===== src/rtl/core/cbbf_pkg.sv =====
// ----------------------------------------------------------------------------
// cbbf_pkg
// Shared constants, control word types and the microcode program of the
// cascaded biquad band-pass filter.
// ----------------------------------------------------------------------------
package cbbf_pkg;

	// Default configuration of the filter
	localparam int SECTIONS_DEF  = 4;
	localparam int FRAC_BITS_DEF = 8;

	// Fixed field widths
	localparam int SAMPLE_W      = 16;
	localparam int COEF_W        = 16;
	localparam int DATA_W        = 32;
	localparam int CFG_IDX_W     = 3;
	localparam int CFG_DATA_W    = 64;
	localparam int NUM_COEF_REGS = 4;
	localparam int STEP_W        = 3;

	// Configuration register indexes
	localparam logic [CFG_IDX_W-1:0] REG_SECTION_ONE = 3'd0;
	localparam logic [CFG_IDX_W-1:0] REG_GAIN        = 3'd4;

	// Program steps of one section
	localparam logic [STEP_W-1:0] STEP_A1D1  = 3'd0;
	localparam logic [STEP_W-1:0] STEP_A2D2  = 3'd1;
	localparam logic [STEP_W-1:0] STEP_B1D1  = 3'd2;
	localparam logic [STEP_W-1:0] STEP_B2D2  = 3'd3;
	localparam logic [STEP_W-1:0] STEP_SHIFT = 3'd4;
	localparam logic [STEP_W-1:0] STEP_GAIN  = 3'd5;
	localparam logic [STEP_W-1:0] STEP_OUT   = 3'd6;

	// Multiplier operand selects
	typedef enum logic [2:0] {
		MA_A1,
		MA_A2,
		MA_B1,
		MA_B2,
		MA_GAIN
	} mul_a_sel_t;

	typedef enum logic [1:0] {
		MB_D1,
		MB_D2,
		MB_BSUM
	} mul_b_sel_t;

	// Accumulator operations
	typedef enum logic [1:0] {
		W_HOLD,
		W_LOAD_X,
		W_SUB
	} w_op_t;

	typedef enum logic [1:0] {
		B_HOLD,
		B_LOAD,
		B_ADD
	} b_op_t;

	// Sequencer states
	typedef enum logic {
		ST_IDLE,
		ST_RUN
	} seq_state_t;

	// One control word of the program
	typedef struct packed {
		mul_a_sel_t mul_a;
		mul_b_sel_t mul_b;
		logic       mul_en;
		w_op_t      w_op;
		b_op_t      b_op;
		logic       shift_delays;
		logic       x_load;
		logic       end_section;
	} ucode_t;

	// Control from the sequencer to the datapath
	typedef struct packed {
		ucode_t uc;
		logic   exec;
		logic   finish;
		logic   busy;
	} seq_ctl_t;

	localparam ucode_t UC_NOP = '{
		mul_a: MA_A1,
		mul_b: MB_D1,
		mul_en: 1'b0,
		w_op: W_HOLD,
		b_op: B_HOLD,
		shift_delays: 1'b0,
		x_load: 1'b0,
		end_section: 1'b0
	};

	// Program ROM: one section of the cascade, replayed per section
	function automatic ucode_t ucode_rom(logic [STEP_W-1:0] step);
		ucode_t uc;
		uc = UC_NOP;
		unique case (step)
			STEP_A1D1: begin
				uc.mul_a  = MA_A1;
				uc.mul_b  = MB_D1;
				uc.mul_en = 1'b1;
				uc.w_op   = W_LOAD_X;
			end
			STEP_A2D2: begin
				uc.mul_a  = MA_A2;
				uc.mul_b  = MB_D2;
				uc.mul_en = 1'b1;
				uc.w_op   = W_SUB;
			end
			STEP_B1D1: begin
				uc.mul_a  = MA_B1;
				uc.mul_b  = MB_D1;
				uc.mul_en = 1'b1;
				uc.w_op   = W_SUB;
			end
			STEP_B2D2: begin
				uc.mul_a  = MA_B2;
				uc.mul_b  = MB_D2;
				uc.mul_en = 1'b1;
				uc.b_op   = B_LOAD;
			end
			STEP_SHIFT: begin
				uc.b_op         = B_ADD;
				uc.shift_delays = 1'b1;
			end
			STEP_GAIN: begin
				uc.mul_a  = MA_GAIN;
				uc.mul_b  = MB_BSUM;
				uc.mul_en = 1'b1;
			end
			STEP_OUT: begin
				uc.x_load      = 1'b1;
				uc.end_section = 1'b1;
			end
			default: begin
				uc = UC_NOP;
			end
		endcase
		return uc;
	endfunction

endpackage


===== src/rtl/core/cbbf_seq.sv =====
// ----------------------------------------------------------------------------
// cbbf_seq
// Microcode sequencer: step counter over the section program, section
// counter, and the conditional jump back to the first step.
// ----------------------------------------------------------------------------
module cbbf_seq #(
	parameter int SECTIONS = cbbf_pkg::SECTIONS_DEF,
	parameter int SEC_W    = (SECTIONS > 1) ? $clog2(SECTIONS) : 1
) (
	input  logic                clk,
	input  logic                arst_n,
	input  logic                start,
	input  logic                out_hold,
	output cbbf_pkg::seq_ctl_t  ctl,
	output logic [SEC_W-1:0]    sec_idx
);
	import cbbf_pkg::*;

	seq_state_t          state_q, state_d;
	logic [STEP_W-1:0]   step_q, step_d;
	logic [SEC_W-1:0]    sec_q, sec_d;
	ucode_t              uc;
	logic                last_sec;

	// Fetch the control word of the current step
	assign uc       = ucode_rom(step_q);
	assign last_sec = (sec_q == SEC_W'(SECTIONS - 1));
	assign sec_idx  = sec_q;

	// Hold state, step and section
	always_ff @(posedge clk or negedge arst_n) begin
		if (!arst_n) begin
			state_q <= ST_IDLE;
			step_q  <= STEP_A1D1;
			sec_q   <= '0;
		end else begin
			state_q <= state_d;
			step_q  <= step_d;
			sec_q   <= sec_d;
		end
	end

	// Advance the program; stall on the final step of the last section while the output is held
	always_comb begin
		state_d    = state_q;
		step_d     = step_q;
		sec_d      = sec_q;
		ctl.uc     = uc;
		ctl.exec   = 1'b0;
		ctl.finish = 1'b0;
		ctl.busy   = (state_q == ST_RUN);
		unique case (state_q)
			ST_IDLE: begin
				if (start) begin
					state_d = ST_RUN;
					step_d  = STEP_A1D1;
					sec_d   = '0;
				end
			end
			ST_RUN: begin
				if (!(uc.end_section && last_sec && out_hold)) begin
					ctl.exec = 1'b1;
					if (uc.end_section) begin
						step_d = STEP_A1D1;
						if (last_sec) begin
							ctl.finish = 1'b1;
							state_d    = ST_IDLE;
						end else begin
							sec_d = sec_q + 1'b1;
						end
					end else begin
						step_d = step_q + 1'b1;
					end
				end
			end
			default: begin
				state_d = ST_IDLE;
			end
		endcase
	end

endmodule


===== src/rtl/core/cascaded_biquad_bandpass_filter_top.sv =====
// A result is registered into the output register on the final step of the last section.
// A new sample is taken only while the sequencer is idle; the pace is set by the single
// shared 16x32 multiplier, which forms five products per section over a seven-step program.
// The final step stalls while an earlier result still waits in the output register.
// Reset clears coefficients, gain, all section delays, the sequencer and the output valid.
// ----------------------------------------------------------------------------
// cascaded_biquad_bandpass_filter_top
// Cascade of direct form 2 biquad sections, wrapping 32-bit fixed point,
// run by a microcoded sequencer over one shared multiply-accumulate datapath.
// ----------------------------------------------------------------------------
module cascaded_biquad_bandpass_filter_top #(
	parameter int SECTIONS  = cbbf_pkg::SECTIONS_DEF,
	parameter int FRAC_BITS = cbbf_pkg::FRAC_BITS_DEF
) (
	input  logic                                  clk,
	input  logic                                  arst_n,
	input  logic                                  cfg_valid,
	output logic                                  cfg_ready,
	input  logic [cbbf_pkg::CFG_IDX_W-1:0]        cfg_index,
	input  logic [cbbf_pkg::CFG_DATA_W-1:0]       cfg_data,
	input  logic                                  sample_valid,
	output logic                                  sample_ready,
	input  logic signed [cbbf_pkg::SAMPLE_W-1:0]  sample,
	output logic                                  filtered_valid,
	input  logic                                  filtered_ready,
	output logic signed [cbbf_pkg::DATA_W-1:0]    filtered
);
	import cbbf_pkg::*;

	localparam int SEC_W = (SECTIONS > 1) ? $clog2(SECTIONS) : 1;

	seq_ctl_t                  ctl;
	logic [SEC_W-1:0]          sec_idx;
	logic                      sample_xfer;
	logic                      out_hold;

	logic [CFG_DATA_W-1:0]     coef_q [SECTIONS];
	logic signed [COEF_W-1:0]  gain_q;
	logic [DATA_W-1:0]         d1_q [SECTIONS];
	logic [DATA_W-1:0]         d2_q [SECTIONS];

	logic [DATA_W-1:0]         x_q;
	logic [DATA_W-1:0]         w_acc_q;
	logic [DATA_W-1:0]         b_acc_q;
	logic [DATA_W-1:0]         prod_q;
	logic [DATA_W-1:0]         filtered_q;
	logic                      filtered_valid_q;

	logic [CFG_DATA_W-1:0]     cur_coef;
	logic [DATA_W-1:0]         cur_d1;
	logic [DATA_W-1:0]         cur_d2;
	logic signed [COEF_W-1:0]  mul_a_op;
	logic signed [DATA_W-1:0]  mul_b_op;
	logic [DATA_W-1:0]         prod_d;
	logic [DATA_W-1:0]         w_new;
	logic [DATA_W-1:0]         y_new;

	assign sample_xfer    = sample_valid && sample_ready;
	assign sample_ready   = !ctl.busy;
	assign out_hold       = filtered_valid_q && !filtered_ready;
	assign cfg_ready      = 1'b1;
	assign filtered_valid = filtered_valid_q;
	assign filtered       = filtered_q;

	cbbf_seq #(
		.SECTIONS (SECTIONS),
		.SEC_W    (SEC_W)
	) u_seq (
		.clk      (clk),
		.arst_n   (arst_n),
		.start    (sample_xfer),
		.out_hold (out_hold),
		.ctl      (ctl),
		.sec_idx  (sec_idx)
	);

	// Coefficient registers; sections past the register list stay zero
	for (genvar s = 0; s < SECTIONS; s++) begin : g_coef
		if (s < NUM_COEF_REGS) begin : g_reg
			always_ff @(posedge clk or negedge arst_n) begin
				if (!arst_n) begin
					coef_q[s] <= '0;
				end else if (cfg_valid && cfg_ready &&
				             cfg_index == REG_SECTION_ONE + CFG_IDX_W'(s)) begin
					coef_q[s] <= cfg_data;
				end
			end
		end else begin : g_zero
			assign coef_q[s] = '0;
		end
	end

	// Output gain register
	always_ff @(posedge clk or negedge arst_n) begin
		if (!arst_n) begin
			gain_q <= '0;
		end else if (cfg_valid && cfg_ready && cfg_index == REG_GAIN) begin
			gain_q <= cfg_data[COEF_W-1:0];
		end
	end

	// Select operands of the current section
	assign cur_coef = coef_q[sec_idx];
	assign cur_d1   = d1_q[sec_idx];
	assign cur_d2   = d2_q[sec_idx];

	always_comb begin
		unique case (ctl.uc.mul_a)
			MA_A1:   mul_a_op = cur_coef[3*COEF_W-1:2*COEF_W];
			MA_A2:   mul_a_op = cur_coef[4*COEF_W-1:3*COEF_W];
			MA_B1:   mul_a_op = cur_coef[COEF_W-1:0];
			MA_B2:   mul_a_op = cur_coef[2*COEF_W-1:COEF_W];
			MA_GAIN: mul_a_op = gain_q;
			default: mul_a_op = '0;
		endcase
	end

	always_comb begin
		unique case (ctl.uc.mul_b)
			MB_D1:   mul_b_op = cur_d1;
			MB_D2:   mul_b_op = cur_d2;
			MB_BSUM: mul_b_op = b_acc_q;
			default: mul_b_op = '0;
		endcase
	end

	// Shared multiplier, low 32 bits of the signed product
	assign prod_d = DATA_W'(mul_a_op * mul_b_op);

	// Arithmetic shifts for the new delay and the section output
	assign w_new = DATA_W'($signed(w_acc_q) >>> FRAC_BITS);
	assign y_new = DATA_W'($signed(prod_q) >>> (2 * FRAC_BITS));

	// Datapath registers driven by the control word
	always_ff @(posedge clk) begin
		if (sample_xfer) begin
			x_q <= DATA_W'(sample);
		end else if (ctl.exec && ctl.uc.x_load) begin
			x_q <= y_new;
		end
		if (ctl.exec && ctl.uc.mul_en) begin
			prod_q <= prod_d;
		end
		if (ctl.exec) begin
			unique case (ctl.uc.w_op)
				W_HOLD:   w_acc_q <= w_acc_q;
				W_LOAD_X: w_acc_q <= DATA_W'(x_q << FRAC_BITS);
				W_SUB:    w_acc_q <= w_acc_q - prod_q;
				default:  w_acc_q <= w_acc_q;
			endcase
			unique case (ctl.uc.b_op)
				B_HOLD:  b_acc_q <= b_acc_q;
				B_LOAD:  b_acc_q <= prod_q;
				B_ADD:   b_acc_q <= b_acc_q + prod_q;
				default: b_acc_q <= b_acc_q;
			endcase
		end
		if (ctl.finish) begin
			filtered_q <= y_new;
		end
	end

	// Section delays: shift d1 into d2 and load the new state
	always_ff @(posedge clk or negedge arst_n) begin
		if (!arst_n) begin
			for (int i = 0; i < SECTIONS; i++) begin
				d1_q[i] <= '0;
				d2_q[i] <= '0;
			end
		end else if (ctl.exec && ctl.uc.shift_delays) begin
			d2_q[sec_idx] <= cur_d1;
			d1_q[sec_idx] <= w_new;
		end
	end

	// Output valid: set on the last step, drop on transfer
	always_ff @(posedge clk or negedge arst_n) begin
		if (!arst_n) begin
			filtered_valid_q <= 1'b0;
		end else if (ctl.finish) begin
			filtered_valid_q <= 1'b1;
		end else if (filtered_ready) begin
			filtered_valid_q <= 1'b0;
		end
	end

`ifndef SYNTHESIS
	a_busy_after_xfer: assert property (@(posedge clk) disable iff (!arst_n)
		sample_xfer |=> !sample_ready)
		else $error("sample accepted while a sample is in flight");

	a_finish_sets_valid: assert property (@(posedge clk) disable iff (!arst_n)
		ctl.finish |=> filtered_valid)
		else $error("finished result not presented");

	a_no_overwrite: assert property (@(posedge clk) disable iff (!arst_n)
		ctl.finish |-> (!filtered_valid || filtered_ready))
		else $error("pending result overwritten");

	a_sec_range: assert property (@(posedge clk) disable iff (!arst_n)
		ctl.busy |-> (sec_idx <= SEC_W'(SECTIONS - 1)))
		else $error("section index out of range");

	a_idle_no_exec: assert property (@(posedge clk) disable iff (!arst_n)
		!ctl.busy |-> !ctl.exec && !ctl.finish)
		else $error("datapath active while sequencer idle");
`endif

endmodule

===== config.mk =====
export PLATFORM = sky130hd
export DESIGN_NAME = cascaded_biquad_bandpass_filter_top
export DESIGN_NICKNAME = d
export VERILOG_FILES = /design/src/rtl/core/cbbf_pkg.sv /design/src/rtl/core/cbbf_seq.sv /design/src/rtl/core/cascaded_biquad_bandpass_filter_top.sv
export SDC_FILE = /design/constraint.sdc
export NUM_CORES = 2
export LEC_CHECK = 0
export BUFFER_PORTS_ARGS = -buffer_cell sky130_fd_sc_hd__buf_2
export CAP_MARGIN = 20
export CORE_ASPECT_RATIO = 1.2
export CORE_UTILIZATION = 64
export CTS_CLUSTER_SIZE = 14
export DETAILED_ROUTE_END_ITERATION = 8
export GPL_TIMING_DRIVEN = 0
export HOLD_SLACK_MARGIN = 0.06
export MAX_ROUTING_LAYER = met4
export PLACE_DENSITY = 0.89
export SLEW_MARGIN = 40
export SYNTH_ARGS = -nofsm -noshare
export SYNTH_HDL_FRONTEND = slang
export SYNTH_SLANG_ARGS = --single-unit

===== constraint.sdc =====
create_clock -name clk -period 9.9 [get_ports clk]
set_input_delay 1.485 -clock clk [delete_from_list [all_inputs] [get_ports clk]]
set_output_delay 1.485 -clock clk [all_outputs]
set_load 0.01 [all_outputs]

==> run summary <==
The minimum period implied by the final worst setup slack was 9.65 ns. Among all stages on the critical path, the largest delay is contributed by sky130_fd_sc_hd__fa_1. TritonCTS built the clock tree.

The H-tree level count was 2. Endpoint with the worst hold slack: coef_q[141]$_DFFE_PN0P_. The tools report the endpoint of the lowest-slack register-to-register path as prod_q[30]$_DFFE_PP_. The number of rows created at floorplan is 101. The mean routed wirelength per cell was 26.3 µm.

The via count of the first global-routing pass was 31800; the chip height was 279 µm. The routed design has 119000 µm of wire. The sum of net half-perimeters after detailed placement was 85700 µm. The run gives 104 MHz as the maximum achievable frequency.

The logs give 3279 for the starting DRC count in detailed routing and 3 for the largest buffer count on any clock path. Type of origin of the critical path: a register. During placement, the flow inserted port buffers numbering 119.

Measured in cells, the most critical reg-to-reg path has a length of 29. In the synthesized netlist the async set-or-reset flop fraction comes to 78.6%. Number of enable flip-flop cells after synthesis: 128.

The buffer type at the clock tree root was sky130_fd_sc_hd__clkbuf_16. The layout overhead on the synthesized area is 10.4%. The critical path class is reg2reg. The area enclosed by the die boundary came out at 65100 µm². The number of buffers created by CTS is 57, and the clock-pin slew on the worst setup and hold paths is 0.06 ns. The tools report the footprint of the flip-flops and latches as 15600 µm².

The largest incremental delay on the critical path came out at 0.58 ns. Setup violations remaining at the end of the flow were counted as 0. The tools report the start of the worst register-to-register path as u_seq.sec_idx[1]$_DFFE_PN0P_.

Among the stages of the critical path, the cell type that occurs most often is sky130_fd_sc_hd__fa_1. The number of distinct standard cells referenced by the synthesized netlist was 92; the area taken by multi-input logic gates was 23100 µm². For this run, design rule violations remaining after detail routing come to 0. For this configuration, the core starts out at a cell density of 64.8%. Global routing finished with a remaining overflow of 0.

The main flop type after synthesis is sky130_fd_sc_hd__dfrtp_1. Hold is met by 0.500 ns. In this run the register-to-register setup slack is 0.25 ns. Headroom to the max-slew limit came out at 31.8%. The later pin in the worst-skew pair is clocked with a latency of 0.66 ns.

The core region is 63300 µm². The tools report the final-report max-slew violation count as 0. The total cell area at the placement stage came out at 43100 µm². The run gives 41000 µm² as the area of the mapped netlist. The tightest min-delay check is of the reg2reg type. The transition at the pin with the smallest max-transition slack came out at 1.02 ns.

The tools report the first-pass iteration count of the detailed router as 7. The run finished with clean final reports. The first global-routing pass estimated 181000 µm of wire. The worst endpoint data arrival time is 9.99 ns, and the count of fill cells added during filler insertion is 3803. The worst hold path begins at coef_q[141]$_DFFE_PN0P_.

STA puts the critical path data required time at 10.24 ns. The run gives 38.1% as the sequential cell area fraction in the yosys report. The run gives 4 as the initial antenna violation count. Clock skew on the completed layout was measured at 0.0619 ns. In this run, synthesis produced a sequential element count of 599.

The logs give 29600 for the total via count after detailed routing and 3991 for the post-synthesis net count. The cell count after synthesis came out at 3437. In the final design database the tool counted 4201 nets. The final critical path takes up 97.4% of the cycle.

The ratio of cells with drive above 1 in the final layout is 25.8%. Along the worst path, the maximum fanout reaches 10. In the layout the commonest cells are sky130_fd_sc_hd__mux2_2 (477), sky130_fd_sc_hd__dfrtp_1 (471), sky130_fd_sc_hd__inv_1 (426). The congestion estimate from routability-driven global placement came to 0.988. The finished cells cover 45300 µm². The mean instance size in the synthesized netlist works out to 11.9 µm². The critical path starts at u_seq.sec_idx[1]$_DFFE_PN0P_.

The tools report the endpoint type of the worst setup path as a register. The cell depth of the worst hold path was 1; the number of hold violations in the final report was 0. The remaining antenna violation count after routing was 0; the number of vias per cell after detailed routing was 6.55. For the top-level port count, the log shows 123. The die width is 233 µm. Leaving out fill and tap cells, the most frequent cell in the layout is sky130_fd_sc_hd__mux2_2. During synthesis, Yosys emitted a total of 0 warnings. The logs give 599 for the number of clock sinks and 38.4% for the overall routing resource usage. The logs give 0 for the number of max-cap violations and 80 for the pin count of the biggest net entering global routing.
kinds of logic after synthesis:
logic type / count (synthesis) / synth area share (%)
AOI/OAI and AO/OA: 381 / 6.50
xor gates and xnor gates: 107 / 2.35
adders and majority gates: 466 / 19.8
buffers and inverters: 597 / 5.99
DFF: 599 / 38.1
muxes: 591 / 19.5
other: 1 / 0.00914
and+or+nand+nor: 695 / 7.78
worst max-delay path by stage:
stage                                         end  cells after the start  slack, ns
after floorplan              prod_q[31]$_DFFE_PP_                     29       1.54
after global placement    coef_q[145]$_DFFE_PN0P_                      1      -1.92
after detailed placement     prod_q[31]$_DFFE_PP_                     29      -0.78
after CTS                    prod_q[30]$_DFFE_PP_                     31       0.06
after global routing         prod_q[30]$_DFFE_PP_                     33      -0.05
final                        prod_q[30]$_DFFE_PP_                     29       0.25
through the flow:
| stage | cells | setup TNS (ns) | utilization (%) | setup WS (ns) |
|---|---|---|---|---|
| final | 4524 | 0 | 71.6 | 0.254 |
| after global routing | 4523 | -0.0539 | 71.6 | -0.0522 |
| after CTS | 4514 | 0 | 71.4 | 0.0552 |
| after detailed placement | 4402 | -4.06 | 68.1 | -0.777 |
| after global placement | 4380 | -886.46 | 67.4 | -1.92 |
| after floorplan | 3437 | 0 | - | 1.54 |
worst max-delay path: cells and delay by family, from the launching register on:
family | cells | cell delay [ns]
and+or+nand+nor | 3 | 0.67
muxes | 1 | 0.45
xor gates and xnor gates | 1 | 0.11
DFF | 1 | 0.38
adders and majority gates | 7 | 3.42
buffers and inverters | 9 | 2.36
AOI/OAI and AO/OA | 8 | 1.91
sequential cells by signal (all words and copies together) (netlist names):
| register | cells |
|---|---|
| coef_q | 256 |
| d1_q | 96 |
| b_acc_q | 32 |
| u_seq.step_q | 3 |
| u_seq.sec_idx | 2 |
| w_acc_q | 32 |
| gain_q | 16 |
| d2_q | 96 |
| prod_q | 32 |
| filtered | 16 |
| x_q | 16 |
| filtered_valid | 1 |
| u_seq.state_q | 1 |
layout make-up:
class / instances / area share [%]
multi-input combinational: 2241 / 51.0
sequential: 599 / 34.5
clock buffer: 90 / 3.95
inverter: 428 / 3.55
tap: 824 / 2.28
timing repair buffer: 152 / 2.23
buffer: 168 / 1.97
clock inverter: 17 / 0.464
antenna: 5 / 0.0276
cell usage after synthesis, types with 11 or more instances:
cell                       count  area share (%)
sky130_fd_sc_hd__nor3_1       11            0.13
sky130_fd_sc_hd__clkbuf_1    103            0.94
sky130_fd_sc_hd__and2_1       36            0.55
sky130_fd_sc_hd__dfrtp_1     471              29
sky130_fd_sc_hd__a221o_1      18            0.44
sky130_fd_sc_hd__nor2_1      260             2.4
sky130_fd_sc_hd__xor2_1       32            0.68
sky130_fd_sc_hd__buf_1        14            0.13
sky130_fd_sc_hd__xnor2_1      72             1.5
sky130_fd_sc_hd__ha_1        160             4.9
sky130_fd_sc_hd__fa_1        306              15
sky130_fd_sc_hd__a22oi_1      27            0.49
sky130_fd_sc_hd__mux4_2       92             5.0
sky130_fd_sc_hd__nand2_1     223             2.0
sky130_fd_sc_hd__inv_1       426             3.9
sky130_fd_sc_hd__buf_4        20            0.37
sky130_fd_sc_hd__edfxtp_1    128             9.4
sky130_fd_sc_hd__mux2_2      477              13
sky130_fd_sc_hd__or2_2        18            0.27
sky130_fd_sc_hd__mux4_1       20             1.3
sky130_fd_sc_hd__o21ai_0      79            0.96
sky130_fd_sc_hd__nand3_1      17            0.21
sky130_fd_sc_hd__a21o_1       55             1.0
sky130_fd_sc_hd__o21bai_1     16            0.29
sky130_fd_sc_hd__nor2b_1      23            0.35
sky130_fd_sc_hd__and3_1       18            0.27
sky130_fd_sc_hd__nand2b_1     45            0.69
sky130_fd_sc_hd__a221oi_2     12            0.44
sky130_fd_sc_hd__buf_2        22            0.27
sky130_fd_sc_hd__a21oi_1      89             1.1
metal layers:
layer	part of all wire, %	vias to the layer above	global-route usage (%)
li1	-	12100	-
met1	32	14900	42.5
met2	48	1940	60.2
met3	10	718	8.61
met4	9.8	0	29.8
met5	0	-	-
repair_timing:
action                                  CTS  global route
hold buffers                              0             0
endpoints found under the setup margin   11             9
pin swaps                                 3             0
setup buffers                             6             5
gates resized for setup                  16            21
Power is left out: the tool's default activity adds up to more than one toggle a clock period on the data nets, which glitch-free logic cannot reach.
